$ cat config.mk
export PLATFORM = sky130hd
export DESIGN_NAME = seven_segment_scan_driver
export DESIGN_NICKNAME = d
export VERILOG_FILES = /design/src/rtl/ssd_pkg.sv /design/src/rtl/ssd_digit_mem.sv /design/src/rtl/ssd_scan_ctrl.sv /design/src/rtl/ssd_seg_out.sv /design/src/rtl/seven_segment_scan_driver.sv
export SDC_FILE = /design/constraint.sdc
export NUM_CORES = 1
export LEC_CHECK = 0
export ABC_AREA = 1
export BUFFER_PORTS_ARGS = -buffer_cell sky130_fd_sc_hd__buf_2
export CORE_ASPECT_RATIO = 1.2
export CORE_UTILIZATION = 60
export CTS_CLUSTER_SIZE = 30
export DETAILED_ROUTE_END_ITERATION = 10
export GPL_TIMING_DRIVEN = 1
export PLACE_DENSITY = 0.79
export SYNTH_ARGS = -nofsm -noshare
export SYNTH_HDL_FRONTEND = slang
export SYNTH_HIERARCHICAL = 1
export SYNTH_SLANG_ARGS = --single-unit
$ cat constraint.sdc
create_clock -name clk_i -period 5.36 [get_ports clk_i]
set_input_delay 0.268 -clock clk_i [delete_from_list [all_inputs] [get_ports clk_i]]
set_output_delay 0.268 -clock clk_i [all_outputs]
set_load 0.005 [all_outputs]
$ cat src/rtl/ssd_pkg.sv
`timescale 1ns / 1ps
`default_nettype none
// ----------------------------------------------------------------------------
// ssd_pkg
// Shared types, constants and lookup functions of the seven-segment scan
// driver.
// ----------------------------------------------------------------------------
package ssd_pkg;

  // Field widths of the scan position cover the largest supported arrangement
  // (four displays of eight digits each).
  localparam int unsigned DispW   = 2;
  localparam int unsigned DigitW  = 3;
  localparam int unsigned ValueW  = 14;
  localparam int unsigned DwellW  = 16;
  localparam int unsigned SegW    = 8;
  localparam int unsigned BcdW    = 4;

  localparam logic [ValueW-1:0] CLAMP_LIMIT   = 14'd1000;
  localparam logic [9:0]        CLAMP_VALUE   = 10'd990;
  localparam logic [SegW-1:0]   DP_BIT        = 8'b1000_0000;
  localparam logic [DispW-1:0]  GREEN_DISPLAY = 2'd0;
  localparam logic [DigitW-1:0] DP_DIGIT      = 3'd1;

  // Kind of an input transaction.
  typedef enum logic {
    MODE_TICK = 1'b0,
    MODE_LOAD = 1'b1
  } mode_e;

  typedef struct packed {
    logic [DigitW-1:0] digit;
    logic [DispW-1:0]  disp;
  } pos_t;

  // Hundreds, tens and units of a clamped reading.
  typedef struct packed {
    logic [BcdW-1:0] hund;
    logic [BcdW-1:0] tens;
    logic [BcdW-1:0] units;
  } bcd3_t;

  // Readings at or above the limit clamp, so the value always fits 10 bits and
  // the divisions by 10 and 100 become exact reciprocal multiplications.
  function automatic bcd3_t split_reading(input logic [ValueW-1:0] value);
    logic [9:0]  v;
    logic [17:0] prod10;
    logic [15:0] prod100;
    logic [6:0]  tens_all;
    logic [3:0]  hund;
    logic [9:0]  units_w;
    logic [6:0]  tens_w;
    bcd3_t       res;
    v        = (value >= CLAMP_LIMIT) ? CLAMP_VALUE : value[9:0];
    prod10   = 18'(v) * 18'd205;
    prod100  = 16'(v) * 16'd41;
    tens_all = prod10[17:11];
    hund     = prod100[15:12];
    units_w  = v - ({3'd0, tens_all} * 10'd10);
    tens_w   = tens_all - ({3'd0, hund} * 7'd10);
    res.hund  = hund;
    res.tens  = tens_w[3:0];
    res.units = units_w[3:0];
    return res;
  endfunction

  // Segment pattern, bit 0 = A .. bit 6 = G. Codes above nine wrap modulo ten.
  function automatic logic [SegW-1:0] seg_lookup(input logic [BcdW-1:0] digit);
    logic [SegW-1:0] seg;
    unique case (digit) inside
      4'd0, 4'd10: seg = 8'h3F;
      4'd1, 4'd11: seg = 8'h06;
      4'd2, 4'd12: seg = 8'h5B;
      4'd3, 4'd13: seg = 8'h4F;
      4'd4, 4'd14: seg = 8'h66;
      4'd5, 4'd15: seg = 8'h6D;
      4'd6:        seg = 8'h7C;
      4'd7:        seg = 8'h07;
      4'd8:        seg = 8'h7F;
      4'd9:        seg = 8'h67;
      default:     seg = 8'h00;
    endcase
    return seg;
  endfunction

  // Digit select codes for the two-by-three board wiring; anything else is 0.
  function automatic logic [SegW-1:0] sel_lookup(input pos_t pos);
    logic [SegW-1:0] sel;
    unique case ({pos.disp, pos.digit})
      {2'd0, 3'd0}: sel = 8'h3C;
      {2'd0, 3'd1}: sel = 8'h5C;
      {2'd0, 3'd2}: sel = 8'h9C;
      {2'd1, 3'd0}: sel = 8'h18;
      {2'd1, 3'd1}: sel = 8'h14;
      {2'd1, 3'd2}: sel = 8'h0C;
      default:      sel = 8'h00;
    endcase
    return sel;
  endfunction

endpackage
`default_nettype wire

$ cat src/rtl/ssd_digit_mem.sv
`timescale 1ns / 1ps
`default_nettype none
// ----------------------------------------------------------------------------
// ssd_digit_mem
// Digit memory, one row of decimal digits per display. A load splits the
// reading and writes a whole row; a scan read returns a row in the next cycle.
// ----------------------------------------------------------------------------
module ssd_digit_mem #(
  parameter int unsigned NUM_DISPLAYS       = 2,
  parameter int unsigned DIGITS_PER_DISPLAY = 3
) (
  input  wire logic                                    clk_i,
  input  wire logic                                    rst_ni,
  input  wire logic                                    wr_en_i,
  input  wire logic                                    wr_disp_i,
  input  wire logic [ssd_pkg::ValueW-1:0]              wr_value_i,
  input  wire logic                                    rd_en_i,
  input  wire logic [ssd_pkg::DispW-1:0]               rd_disp_i,
  output logic [DIGITS_PER_DISPLAY-1:0][ssd_pkg::BcdW-1:0] rd_row_o
);

  localparam int unsigned RowW = (NUM_DISPLAYS > 1) ? $clog2(NUM_DISPLAYS) : 1;

  typedef logic [DIGITS_PER_DISPLAY-1:0][ssd_pkg::BcdW-1:0] row_t;

  row_t                  mem_q [NUM_DISPLAYS];
  logic [NUM_DISPLAYS-1:0] row_valid_q;
  row_t                  rd_row_q;
  row_t                  wr_row;
  ssd_pkg::bcd3_t        bcd;
  logic                  wr_ok;
  logic [RowW-1:0]       wr_addr;
  logic [RowW-1:0]       rd_addr;

  // Digit index 0 is the most significant; digits above hundreds are zero.
  always_comb begin
    bcd = ssd_pkg::split_reading(wr_value_i);
    for (int k = 0; k < int'(DIGITS_PER_DISPLAY); k++) begin
      case (int'(DIGITS_PER_DISPLAY) - 1 - k)
        0:       wr_row[k] = bcd.units;
        1:       wr_row[k] = bcd.tens;
        2:       wr_row[k] = bcd.hund;
        default: wr_row[k] = '0;
      endcase
    end
  end

  assign wr_ok   = wr_en_i && (32'(wr_disp_i) < NUM_DISPLAYS);
  assign wr_addr = RowW'(wr_disp_i);
  assign rd_addr = rd_disp_i[RowW-1:0];

  always_ff @(posedge clk_i or negedge rst_ni) begin
    if (!rst_ni) begin
      row_valid_q <= '0;
    end else if (wr_ok) begin
      row_valid_q[wr_addr] <= 1'b1;
    end
  end

  always_ff @(posedge clk_i) begin
    if (wr_ok) begin
      mem_q[wr_addr] <= wr_row;
    end
  end

  // A row never written since reset reads as all zero digits.
  always_ff @(posedge clk_i) begin
    if (rd_en_i) begin
      rd_row_q <= row_valid_q[rd_addr] ? mem_q[rd_addr] : '0;
    end
  end

  assign rd_row_o = rd_row_q;

endmodule
`default_nettype wire

$ cat src/rtl/ssd_scan_ctrl.sv
`timescale 1ns / 1ps
`default_nettype none
// ----------------------------------------------------------------------------
// ssd_scan_ctrl
// Dwell counter and scan position. Each tick holds the current position until
// the dwell count expires, then steps display first and digit second.
// ----------------------------------------------------------------------------
module ssd_scan_ctrl #(
  parameter int unsigned NUM_DISPLAYS       = 2,
  parameter int unsigned DIGITS_PER_DISPLAY = 3
) (
  input  wire logic                          clk_i,
  input  wire logic                          rst_ni,
  input  wire logic                          tick_i,
  input  wire logic [ssd_pkg::DwellW-1:0]    dwell_ticks_i,
  output ssd_pkg::pos_t                      pos_o
);

  localparam logic [ssd_pkg::DispW-1:0]  LastDisp  = ssd_pkg::DispW'(NUM_DISPLAYS - 1);
  localparam logic [ssd_pkg::DigitW-1:0] LastDigit =
    ssd_pkg::DigitW'(DIGITS_PER_DISPLAY - 1);

  logic [ssd_pkg::DwellW-1:0] dwell_count_q, dwell_count_d;
  logic [ssd_pkg::DwellW-1:0] count_inc;
  logic [ssd_pkg::DwellW-1:0] limit;
  logic                       expire;
  ssd_pkg::pos_t              pos_q, pos_d;

  // A dwell of zero behaves as one; a count that wraps also expires.
  assign count_inc = dwell_count_q + 16'd1;
  assign limit     = (dwell_ticks_i == '0) ? 16'd1 : dwell_ticks_i;
  assign expire    = (count_inc >= limit) || (count_inc == '0);

  always_comb begin
    dwell_count_d = dwell_count_q;
    pos_d         = pos_q;
    if (tick_i) begin
      dwell_count_d = expire ? '0 : count_inc;
      if (expire) begin
        if (pos_q.disp == LastDisp) begin
          pos_d.disp  = '0;
          pos_d.digit = (pos_q.digit == LastDigit) ? '0 : pos_q.digit + 3'd1;
        end else begin
          pos_d.disp = pos_q.disp + 2'd1;
        end
      end
    end
  end

  always_ff @(posedge clk_i or negedge rst_ni) begin
    if (!rst_ni) begin
      dwell_count_q <= '0;
      pos_q         <= '0;
    end else begin
      dwell_count_q <= dwell_count_d;
      pos_q         <= pos_d;
    end
  end

  assign pos_o = pos_q;

endmodule
`default_nettype wire

$ cat src/rtl/ssd_seg_out.sv
`timescale 1ns / 1ps
`default_nettype none
// ----------------------------------------------------------------------------
// ssd_seg_out
// Output stage. Picks the shown digit from the memory row, encodes segments
// and select code, and holds the result until the consumer takes it.
// ----------------------------------------------------------------------------
module ssd_seg_out #(
  parameter int unsigned DIGITS_PER_DISPLAY = 3
) (
  input  wire logic                                            clk_i,
  input  wire logic                                            rst_ni,
  input  wire logic                                            rd_valid_i,
  input  ssd_pkg::pos_t                                        rd_pos_i,
  input  wire logic [DIGITS_PER_DISPLAY-1:0][ssd_pkg::BcdW-1:0] rd_row_i,
  output logic                                                 advance_o,
  output logic                                                 out_valid_o,
  input  wire logic                                            out_ready_i,
  output logic [ssd_pkg::SegW-1:0]                             sel_pattern_o,
  output logic [ssd_pkg::SegW-1:0]                             seg_pattern_o
);

  localparam int unsigned DigW = (DIGITS_PER_DISPLAY > 1) ? $clog2(DIGITS_PER_DISPLAY) : 1;

  logic                      out_valid_q;
  logic [ssd_pkg::SegW-1:0]  sel_q, seg_q;
  logic [ssd_pkg::SegW-1:0]  seg_d, sel_d;
  logic [ssd_pkg::BcdW-1:0]  digit;

  assign advance_o = !out_valid_q || out_ready_i;

  always_comb begin
    digit = rd_row_i[rd_pos_i.digit[DigW-1:0]];
    seg_d = ssd_pkg::seg_lookup(digit);
    if (rd_pos_i.digit == ssd_pkg::DP_DIGIT) begin
      seg_d = seg_d | ssd_pkg::DP_BIT;
    end
    // The green display is wired common anode.
    if (rd_pos_i.disp == ssd_pkg::GREEN_DISPLAY) begin
      seg_d = ~seg_d;
    end
    sel_d = ssd_pkg::sel_lookup(rd_pos_i);
  end

  always_ff @(posedge clk_i or negedge rst_ni) begin
    if (!rst_ni) begin
      out_valid_q <= 1'b0;
    end else if (advance_o) begin
      out_valid_q <= rd_valid_i;
    end
  end

  always_ff @(posedge clk_i) begin
    if (advance_o && rd_valid_i) begin
      sel_q <= sel_d;
      seg_q <= seg_d;
    end
  end

  assign out_valid_o   = out_valid_q;
  assign sel_pattern_o = sel_q;
  assign seg_pattern_o = seg_q;

endmodule
`default_nettype wire

$ cat src/rtl/seven_segment_scan_driver.sv
`timescale 1ns / 1ps
`default_nettype none
// A tick transaction's result is registered first by the digit memory read
// and then by the output register, which holds it until it is taken.
// Throughput: one transaction per cycle, ticks and loads alike; the input
// stalls only while the output register holds a result that is not taken.
// Reset: asynchronous, active low; scan position, dwell count and pipeline
// valids clear, dwell_ticks returns to 1 and all stored digits read as zero.
// ----------------------------------------------------------------------------
// seven_segment_scan_driver
// Multiplexed driver for several multi-digit seven-segment displays, with
// the digits kept in a row-per-display memory.
// ----------------------------------------------------------------------------
module seven_segment_scan_driver #(
  parameter int unsigned NUM_DISPLAYS       = 2,
  parameter int unsigned DIGITS_PER_DISPLAY = 3
) (
  input  wire logic                          clk_i,
  input  wire logic                          rst_ni,
  input  wire logic                          cfg_valid_i,
  output logic                               cfg_ready_o,
  input  wire logic [ssd_pkg::DwellW-1:0]    cfg_wdata_i,
  input  wire logic                          in_valid_i,
  output logic                               in_ready_o,
  input  wire logic                          mode_i,
  input  wire logic                          display_sel_i,
  input  wire logic [ssd_pkg::ValueW-1:0]    reading_tenths_i,
  output logic                               out_valid_o,
  input  wire logic                          out_ready_i,
  output logic [ssd_pkg::SegW-1:0]           sel_pattern_o,
  output logic [ssd_pkg::SegW-1:0]           seg_pattern_o
);

  logic [ssd_pkg::DwellW-1:0] dwell_ticks_q;
  logic                       tick_fire, load_fire;
  logic                       rd_valid_q;
  ssd_pkg::pos_t              rd_pos_q;
  ssd_pkg::pos_t              scan_pos;
  logic                       advance;
  logic [DIGITS_PER_DISPLAY-1:0][ssd_pkg::BcdW-1:0] rd_row;

  assign cfg_ready_o = 1'b1;

  always_ff @(posedge clk_i or negedge rst_ni) begin
    if (!rst_ni) begin
      dwell_ticks_q <= 16'd1;
    end else if (cfg_valid_i && cfg_ready_o) begin
      dwell_ticks_q <= cfg_wdata_i;
    end
  end

  // The read stage may only refill when its row can move to the output.
  assign in_ready_o = !rd_valid_q || advance;
  assign tick_fire  = in_valid_i && in_ready_o && (mode_i == ssd_pkg::MODE_TICK);
  assign load_fire  = in_valid_i && in_ready_o && (mode_i == ssd_pkg::MODE_LOAD);

  ssd_scan_ctrl #(
    .NUM_DISPLAYS      (NUM_DISPLAYS),
    .DIGITS_PER_DISPLAY(DIGITS_PER_DISPLAY)
  ) u_scan (
    .clk_i        (clk_i),
    .rst_ni       (rst_ni),
    .tick_i       (tick_fire),
    .dwell_ticks_i(dwell_ticks_q),
    .pos_o        (scan_pos)
  );

  // Loads write at their accept edge, so a later tick always reads new data.
  ssd_digit_mem #(
    .NUM_DISPLAYS      (NUM_DISPLAYS),
    .DIGITS_PER_DISPLAY(DIGITS_PER_DISPLAY)
  ) u_mem (
    .clk_i     (clk_i),
    .rst_ni    (rst_ni),
    .wr_en_i   (load_fire),
    .wr_disp_i (display_sel_i),
    .wr_value_i(reading_tenths_i),
    .rd_en_i   (tick_fire),
    .rd_disp_i (scan_pos.disp),
    .rd_row_o  (rd_row)
  );

  always_ff @(posedge clk_i or negedge rst_ni) begin
    if (!rst_ni) begin
      rd_valid_q <= 1'b0;
    end else if (tick_fire) begin
      rd_valid_q <= 1'b1;
    end else if (advance) begin
      rd_valid_q <= 1'b0;
    end
  end

  always_ff @(posedge clk_i) begin
    if (tick_fire) begin
      rd_pos_q <= scan_pos;
    end
  end

  ssd_seg_out #(
    .DIGITS_PER_DISPLAY(DIGITS_PER_DISPLAY)
  ) u_out (
    .clk_i        (clk_i),
    .rst_ni       (rst_ni),
    .rd_valid_i   (rd_valid_q),
    .rd_pos_i     (rd_pos_q),
    .rd_row_i     (rd_row),
    .advance_o    (advance),
    .out_valid_o  (out_valid_o),
    .out_ready_i  (out_ready_i),
    .sel_pattern_o(sel_pattern_o),
    .seg_pattern_o(seg_pattern_o)
  );

  // A read that cannot move on keeps its position for the next cycle.
  a_read_hold: assert property (@(posedge clk_i) disable iff (!rst_ni)
    rd_valid_q && !advance |=> rd_valid_q && $stable(rd_pos_q))
    else $error("read stage lost or changed a stalled transaction");

  // A load never moves the scan.
  a_load_keeps_scan: assert property (@(posedge clk_i) disable iff (!rst_ni)
    load_fire |=> $stable(scan_pos))
    else $error("load transaction changed the scan position");

  // A read stage that moves on always lands in the output register.
  a_read_to_out: assert property (@(posedge clk_i) disable iff (!rst_ni)
    rd_valid_q && advance |=> out_valid_o)
    else $error("result dropped between read stage and output");

endmodule
`default_nettype wire

==> results of run 1 <==
[layer usage]
metal	wire length (um)	vias to the layer above	track usage	share of wire
met1	6271	2916	0.2591	0.40
met2	8457	116	0.4611	0.54
met3	436	38	0.03571	0.028
li1	-	3215	-	-
met4	526	0	0.1136	0.034
met5	0	-	0	0
[how the worst max path moves through the flow]
stage,start,end,cells after the start
3_5_place_dp,reading_tenths_i[13],u_mem/mem_q[0][7]$_DFFE_PP_,26
6_report,reading_tenths_i[13],u_mem/mem_q[0][7]$_DFFE_PP_,27
3_3_place_gp,reading_tenths_i[13],u_mem/mem_q[0][7]$_DFFE_PP_,27
5_1_grt,reading_tenths_i[4],u_mem/mem_q[1][7]$_DFFE_PP_,28
2_1_floorplan,reading_tenths_i[13],u_mem/mem_q[0][7]$_DFFE_PP_,26
4_1_cts,reading_tenths_i[13],u_mem/mem_q[0][7]$_DFFE_PP_,26
[logic make-up after synthesis]
| logic type | Yosys count | share of synthesized area |
|---|---|---|
| and+or+nand+nor | 436 | 0.2634 |
| buffers and inverters | 221 | 0.1135 |
| adders and majority gates | 106 | 0.1880 |
| DFF | 96 | 0.3395 |
| AOI/OAI and AO/OA | 82 | 0.06199 |
| xor gates and xnor gates | 14 | 0.01554 |
| muxes | 12 | 0.01712 |
| other | 2 | 0.0009517 |
[through the flow]
| stage | TNS [ns] | setup WS (ns) | instance area, sq um | util | hold WS [ns] |
|---|---|---|---|---|---|
| after floorplan | 0 | 0.2778 | 7895 | - | -0.02759 |
| after global placement | 0 | 0.1281 | 8335 | 0.6551 | 0.4414 |
| after detailed placement | -0.09948 | -0.04975 | 8335 | 0.6551 | 0.4593 |
| after CTS | 0 | 0.3206 | 8635 | 0.6786 | 0.08533 |
| after global routing | 0 | 0.02887 | 8651 | 0.6798 | 0.1277 |
| final | 0 | 0.4100 | 8651 | 0.6798 | 0.06110 |
[cells in the final DEF, fill, tap and decap left out, types with 25 or more instances in the layout]
cell | netlist | layout
edfxtp_1 | 55 | 55
inv_1 | 199 | 199
dfrtp_1 | 40 | 40
nor2_1 | 60 | 57
nand2_2 | 27 | 28
a21oi_1 | 26 | 25
nand3_1 | 52 | 52
nand2_1 | 226 | 225
ha_1 | 85 | 85
o21ai_0 | 25 | 25
buf_2 | 1 | 52
[synth_stat cells, drive strengths merged (2+ instances only)]
master	instances	share of area
inv	205	0.098
fa	21	0.053
nor3	7	0.0051
o22ai	11	0.0087
mux2	12	0.017
nand4	18	0.015
a21oi	26	0.016
nor4	2	0.0016
ha	85	0.13
xnor2	2	0.0022
o21bai	2	0.0019
nand3	68	0.054
o21ai	35	0.027
xor2	12	0.013
conb	2	0.00095
edfxtp	55	0.21
a21o	2	0.0019
clkbuf	4	0.0019
o221ai	2	0.0022
nand2	255	0.13
dfrtp	40	0.13
nand3b	2	0.0019
buf	11	0.014
nor2	81	0.051
[report_power, final]
group	switching, mW	internal [mW]	total, mW	leakage, nW
logic	0.711	0.432	1.14	3.35
clock network	0.305	0.332	0.637	0.148
registers	0.100	0.954	1.05	1.04
[repair_timing]
item / in CTS / in global routing
setup endpoints to repair: 0 / 2
hold endpoints to repair: 0 / 0
gates resized for setup: 0 / 5
[sequential cells by signal, indices dropped and copies added (netlist names)]
register and cells:
dwell_ticks_q 16, rd_pos_q 5, rd_valid_q 1, u_mem/mem_q 24, u_mem/rd_row_o 12, u_mem/row_valid_q 2
u_out/out_valid_o 1, u_out/seg_pattern_o 8, u_out/sel_pattern_o 6, u_scan/dwell_count_q 16, u_scan/pos_o 5
[layout make-up]
cell class,count,area (sq um)
Clock buffer,9,225.2
Fill cell,1047,4074
Tap cell,164,205.2
Inverter,206,773.2
Sequential cell,96,2679
Timing Repair Buffer,64,350.3
Multi-Input combinational cell,653,4344
Clock inverter,7,73.82
[critical path: stages]
cell and delay (ns):
buf_2 0.10, inv_1 0.06, nand2_2 0.09, nor2_8 0.11
nand2_2 0.11, buf_4 0.17, nor2_1 0.12, inv_1 0.11
ha_1 0.35, xor2_1 0.18, ha_1 0.30, fa_1 0.54
inv_1 0.05, fa_1 0.52, inv_1 0.04, ha_1 0.31
a21oi_1 0.20, o21ai_0 0.15, a21oi_2 0.22, nand2_2 0.08
nand2_2 0.06, nand2_1 0.08, fa_1 0.45, nand3_1 0.13
nand3_1 0.08, nand3_1 0.08, nand2_1 0.07
==> key figures, run 1 <==
Status
  – Status: completed

Finish
  – # nets final: between 1000 and 1500
  – Layout cell share with drive strength beyond 1: 0.1778
  – Area Growth Syn to Fin: 9.624%
  – Post-route insts no fill: between 1000 and 1500
  – ANT cells: 0

Routing
  – DRT iter0 DRCs: 383
  – TritonRoute pass-1 iters: 4
  – Wire per inst: 13.09 um
  – Post-route antenna net violation count: 0
  – DRC viols: 0
  – Total wire length: approximately 16 mm
  – Vias per cell: 5.242
  – Vias: 6285

Power and ir drop
  – Peak supply drop: ~0.24 mV
  – PD cells: roughly 330 mW/mm^2
  – Total power draw: about 2.8 mW
  – Pleak: 4.532 nW

Clocking
  – Root buffer cell: clkbuf_16
  – Clk sinks: 96
  – CTS Hold Buffers Added: 0
  – Clk slew on worst S/H paths: 0.07 ns
  – Clock Path Buffers: 2
  – Postcts setup bufs: 0
  – CTS tree: yes
  – Htree depth: 3
  – Total CTS buffers: 9
  – Worst-skew pair later-pin latency: 0.35 ns

Die
  – Initial core utilization: 0.6202
  – # IOs: 56
  – Die area: 0.01362 sq mm
  – Die height: ~130 um
  – Die width: around 110 um
  – Rows: 45
  – Core Footprint: 0.01272 sq mm

Job
  – Number of max-cap violations: 0

Yosys
  – Post-synthesis cell type count: 48
  – Post-Syn Area: roughly 0.008 sq mm
  – Warning count from the yosys run: 6
  – Cells after synthesis: 969
  – Synth Register Bits: 96
  – Post-synth EDFFs: 55
  – Post-synth ARST share: 0.4271
  – Most used flip-flop cell after synthesis: edfxtp_1
  – Sequential share of the synthesized area: 0.3395
  – Post-synthesis area per instance: 8.144 sq um

STA
  – Unrepaired setup endpoints after global routing: false
  – Headroom to the max-slew limit: 0.1669
  – Worst Tran Pin Value: roughly 1.2 ns
  – Fin crit share: 0.9235
  – Final setup fails: 0
  – Tmin final: 4.950 ns
  – Clock skew: roughly 0.0049 ns
  – Maximum clock frequency: 202.0 MHz
  – Final Slew Violations: 0
  – Fin. Hold Viols: 0

Setup path
  – Worst setup path class: in -> reg
  – Reg2reg end: u_scan/pos_o[2]$_DFFE_PN0P_
  – Worst EP arrival: 5.05 ns
  – CP endpoint kind: flip-flop
  – Max FO, Critical Path: 7
  – R2R depth: 20
  – Setup crit start kind: input port
  – R2R setup slack: roughly 2.4 ns
  – RR Startpoint: u_scan/dwell_count_q[0]$_DFFE_PN0P_
  – Worst EP required: 5.46 ns

Global routing
  – Initial antenna violation count: 0
  – Largest net degree at the start of global routing: 48
  – Vias in the first global route: 6083
  – Total Routing Usage GR: 0.2421
  – First-pass GRT wire length: 26.12 mm
  – GRT overflow: 0

Place
  – Final Wtd Congestion: 0.9058
  – PortBufs: 52
  – Placed cells: 1183
  – Hpwl dp: 12.66 mm

Hold path
  – Worst Hold Class: in -> async
Note: power is estimated with default switching activity, not from simulation.
==> run 2: changes to the inputs <==
--- a/config.mk
+++ b/config.mk
@@ -5,14 +5,13 @@
 export SDC_FILE = /design/constraint.sdc
 export NUM_CORES = 1
 export LEC_CHECK = 0
-export ABC_AREA = 1
 export BUFFER_PORTS_ARGS = -buffer_cell sky130_fd_sc_hd__buf_2
 export CORE_ASPECT_RATIO = 1.2
 export CORE_UTILIZATION = 60
 export CTS_CLUSTER_SIZE = 30
 export DETAILED_ROUTE_END_ITERATION = 10
 export GPL_TIMING_DRIVEN = 1
-export PLACE_DENSITY = 0.79
+export PLACE_DENSITY = 0.8
 export SYNTH_ARGS = -nofsm -noshare
 export SYNTH_HDL_FRONTEND = slang
 export SYNTH_HIERARCHICAL = 1
==> run 2 against run 1 <==
Against the previous run:
- the run now ends with setup timing left
- clock power grew 11%
- register-to-register slack lost 0.66 ns
- setup slack lost 0.82 ns
- first-iteration DRC count shrank 40%
- clock skew grew 0.0028 ns
- combinational power shrank 21%
- cell count shrank 23%
- worst hold slack lost 0.0086 ns
- die area shrank 8.8%
- synthesized cell count shrank 32%
- largest power group is now registers
- highest routed layer unchanged
==> key figures, run 2 <==
Yosys
  – Warning count from the yosys run: 6 (unchanged)
  – Area leader, netlist: edfxtp_1 (unchanged)
  – Most used flip-flop cell after synthesis: edfxtp_1 (unchanged)
  – Top-area cell type share of the netlist area: 0.2298 (was 0.2093)
  – Post-synth EDFFs: 55 (unchanged)
  – Synth area leaders: edfxtp_1, ha_1, dfrtp_1 (unchanged)
  – Post-synthesis area per instance: 10.97 sq um (was 8.144 sq um)
  – Post-synth ARST share: 0.4271 (unchanged)
  – Post-Syn Area: 0.007186 sq mm (was 0.007891 sq mm)
  – Sequential share of the synthesized area: 0.3728 (was 0.3395)
  – Synth Register Bits: 96 (unchanged)
  – Post-synthesis cell type count: 77 (was 48)
  – Cells after synthesis: 655 (was 969)
  – Synth cell count leaders: inv_1, ha_1, edfxtp_1 (was nand2_1, inv_1, ha_1)
  – Most numerous cell in the Yosys netlist: inv_1 (was nand2_1)

Power and ir drop
  – Power share of the sequential group: 0.380 (was 0.372)
  – Peak supply drop: 0.2227 mV (was 0.2357 mV)
  – Switching power: 0.8186 mW (was 1.117 mW)
  – Gate power share: 0.347 (was 0.403)
  – Pleak: 3.866 nW (was 4.532 nW)
  – Switching share of power: 0.3151 (was 0.3939)
  – Clock power share: 0.273 (was 0.225)
  – Cell Int Power: 1.780 mW (was 1.718 mW)
  – Total power draw: 2.598 mW (was 2.835 mW)
  – PD cells: 305.0 mW/mm^2 (was 327.7 mW/mm^2)

Hold path
  – Worst Hold Class: in -> async (unchanged)

Clocking
  – Clk sinks: 96 (unchanged)
  – Worst-skew pair later-pin latency: 0.35 ns (about the same)
  – Total CTS buffers: 9 (unchanged)
  – CTS tree: yes (unchanged)
  – Root buffer cell: clkbuf_16 (unchanged)
  – Clock Path Buffers: 2 (unchanged)
  – CTS Hold Buffers Added: 0 (unchanged)
  – Clk slew on worst S/H paths: 0.07 ns (about the same)
  – Htree depth: 3 (unchanged)

Die
  – # IOs: 56 (unchanged)
  – Die width: 101.9 um (was 106.7 um)
  – Die height: 121.9 um (was 127.6 um)
  – Rows: 43 (was 45)
  – Core Footprint: 0.01162 sq mm (was 0.01272 sq mm)
  – Initial core utilization: 0.6183 (was 0.6202)
  – Die area: 0.01242 sq mm (was 0.01362 sq mm)

STA
  – Smallest hold slack: 0.05254 ns (was 0.06110 ns)
  – Tmin final: 5.773 ns (was 4.950 ns)
  – Final setup fails: 4 (was 0)
  – Maximum clock frequency: 173.2 MHz (was 202.0 MHz)
  – Fin. Hold Viols: 0 (unchanged)
  – Setup ws final: -0.4125 ns (was 0.4100 ns)
  – Final Slew Violations: 0 (unchanged)
  – Fin crit share: 1.077 (was 0.9235)
  – Clock skew: 0.007693 ns (was 0.004894 ns)
  – Headroom to the max-slew limit: 0.2450 (was 0.1669)
  – Worst Tran Pin Value: 1.130 ns (was 1.250 ns)
  – Unrepaired setup endpoints after global routing: true (was false)

Routing
  – Vias per cell: 5.737 (was 5.242)
  – Post-route antenna net violation count: 0 (unchanged)
  – Wire per inst: 16.30 um (was 13.09 um)
  – Vias: 5278 (was 6285)
  – DRT iter0 DRCs: 231 (was 383)
  – TritonRoute pass-1 iters: 4 (unchanged)
  – DRC viols: 0 (unchanged)
  – Total wire length: 15.00 mm (was 15.69 mm)

Place
  – PortBufs: 52 (unchanged)
  – Hpwl dp: 11.59 mm (was 12.66 mm)
  – Final Wtd Congestion: 0.8687 (was 0.9058)

Finish
  – # nets final: 901 (was 1173)
  – Layout cell share with drive strength beyond 1: 0.2792 (was 0.1778)
  – Most frequent cells in the layout: inv_1, ha_1, buf_4 (was nand2_1, inv_1, ha_1)
  – Fill count: 796 (was 1047)
  – Max reg flops: 24 (unchanged)
  – Leading cell type in the layout, fill and taps excluded: inv_1 (was nand2_1)
  – Final core occ: 0.7331 (was 0.6798)
  – ANT cells: 0 (unchanged)
  – Biggest register: u_mem/mem_q (unchanged)
  – Area Growth Syn to Fin: 18.56% (was 9.624%)
  – Top flop regs: u_mem/mem_q x24, dwell_ticks_q x16, u_scan/dwell_count_q x16 (unchanged)

Setup path
  – Worst setup path class: in -> reg (unchanged)
  – Max FO, Critical Path: 7 (unchanged)
  – CP endpoint kind: flip-flop (unchanged)
  – Setup crit start kind: input port (unchanged)
  – R2R depth: 13 (was 20)
  – Worst EP required: 5.45 ns (was 5.46 ns)
  – Critical path's top delay family: adder cells (unchanged)
  – Crit path depth: 27 (unchanged)
  – Worst EP arrival: 5.86 ns (was 5.05 ns)
  – CP Buf/Inv Count: 5 (was 6)
  – CP max-delay cell: or4_4 (was fa_1)
  – Crit-path max cell delay: 0.60 ns (was 0.54 ns)

Status
  – Failing checks: setup timing
  – Status: finished, violations left (was completed)

Global routing
  – First-pass GRT wire length: 24.90 mm (was 26.12 mm)
  – Initial antenna violation count: 0 (unchanged)
  – GRT overflow: 0 (unchanged)
  – Total Routing Usage GR: 0.2618 (was 0.2421)
  – Largest net degree at the start of global routing: 42 (was 48)
  – Vias in the first global route: 5541 (was 6083)

Job
  – Number of max-cap violations: 0 (unchanged)
run 2: cell count changes after synthesis, moves of 12 or more:
cell	delta
nor2_2	-12
nand3_2	-15
mux2i_1	+20
a21o_1	+14
nor2_1	-31
nand2_1	-201
inv_1	-110
nand2_2	-26
nand3_1	-35
o21ai_0	-20
xnor2_1	+32
run 2: routing by layer:
| layer | routed length (um) | track usage | share of wire |
|---|---|---|---|
| met1 | 5385 | 0.2664 | 0.36 |
| met2 | 8647 | 0.5152 | 0.58 |
| met3 | 479 | 0.03844 | 0.032 |
| met4 | 486 | 0.1179 | 0.032 |
| met5 | 0 | 0 | 0 |
run 2: area by class of cell:
type,instances,area (sq um),area share
repair buffers,114,742.0,0.08709
clock inverters,7,106.4,0.01248
well taps,157,196.4,0.02306
clock buffers,9,225.2,0.02644
inverters,89,334.1,0.03921
multi-input cells,448,4237,0.4973
flip-flops and latches,96,2679,0.3144
run 2: power by group through the flow:
stage / combinational, mW / sequential [mW] / clock, mW
2_1_floorplan: 0.609 / 0.955 / 0
3_3_place_gp: 0.775 / 0.993 / 0
3_5_place_dp: 0.826 / 1.00 / 0
4_1_cts: 0.879 / 0.985 / 0.715
5_1_grt: 0.982 / 0.994 / 0.751
6_report: 0.903 / 0.986 / 0.709
run 2: through the flow:
stage               setup slack (ns)  std cells  cell area, sq um  TNS, ns
CTS                          -0.3487        916              8453   -1.080
detailed placement           -0.7826        896              8054   -2.616
floorplan                    -0.5210        656              7365   -1.202
global route                 -0.6982        920              8519   -2.335
global placement             -0.6205        896              8054   -1.933
finish                       -0.4125        920              8519   -1.473
run 2: worst paths after layout:
| path | slack [ns] | endpoint | start |
|---|---|---|---|
| max | -0.41 | u_mem/mem_q[1][7]$_DFFE_PP_ | reading_tenths_i[12] |
| min | 0.05 | u_scan/dwell_count_q[10]$_DFFE_PN0P_ | rst_ni |
| max reg2reg | 1.72 | u_scan/pos_o[2]$_DFFE_PN0P_ | u_scan/dwell_count_q[7]$_DFFE_PN0P_ |
| min reg2reg | 0.48 | u_mem/row_valid_q[1]$_DFFE_PN0P_ | u_mem/row_valid_q[1]$_DFFE_PN0P_ |
| max in group asynchronous | 4.73 | dwell_ticks_q[3]$_DFFE_PN0P_ | rst_ni |
| min in group clk_i | 0.15 | dwell_ticks_q[4]$_DFFE_PN0P_ | cfg_wdata_i[4] |
run 2: what timing repair did:
action | in CTS | in global routing
resized for setup | 8 | 8
buffers inserted | 4 | 4
endpoints found under the setup margin | 4 | 4
pin swaps | 8 | 5
run 2: logic make-up (layout without fill, tap and decap cells):
logic type,count (synthesis),after routing,share of synthesized area
multiplexers,38,38,0.06129
AND/OR/NAND/NOR,156,156,0.1208
other,2,3,0.001045
AO/OA/AOI/OAI,97,97,0.1073
adder cells (fa/ha/maj),106,106,0.2065
buffers and inverters,112,219,0.06982
XOR/XNOR,48,48,0.06042
flip-flops,96,96,0.3728
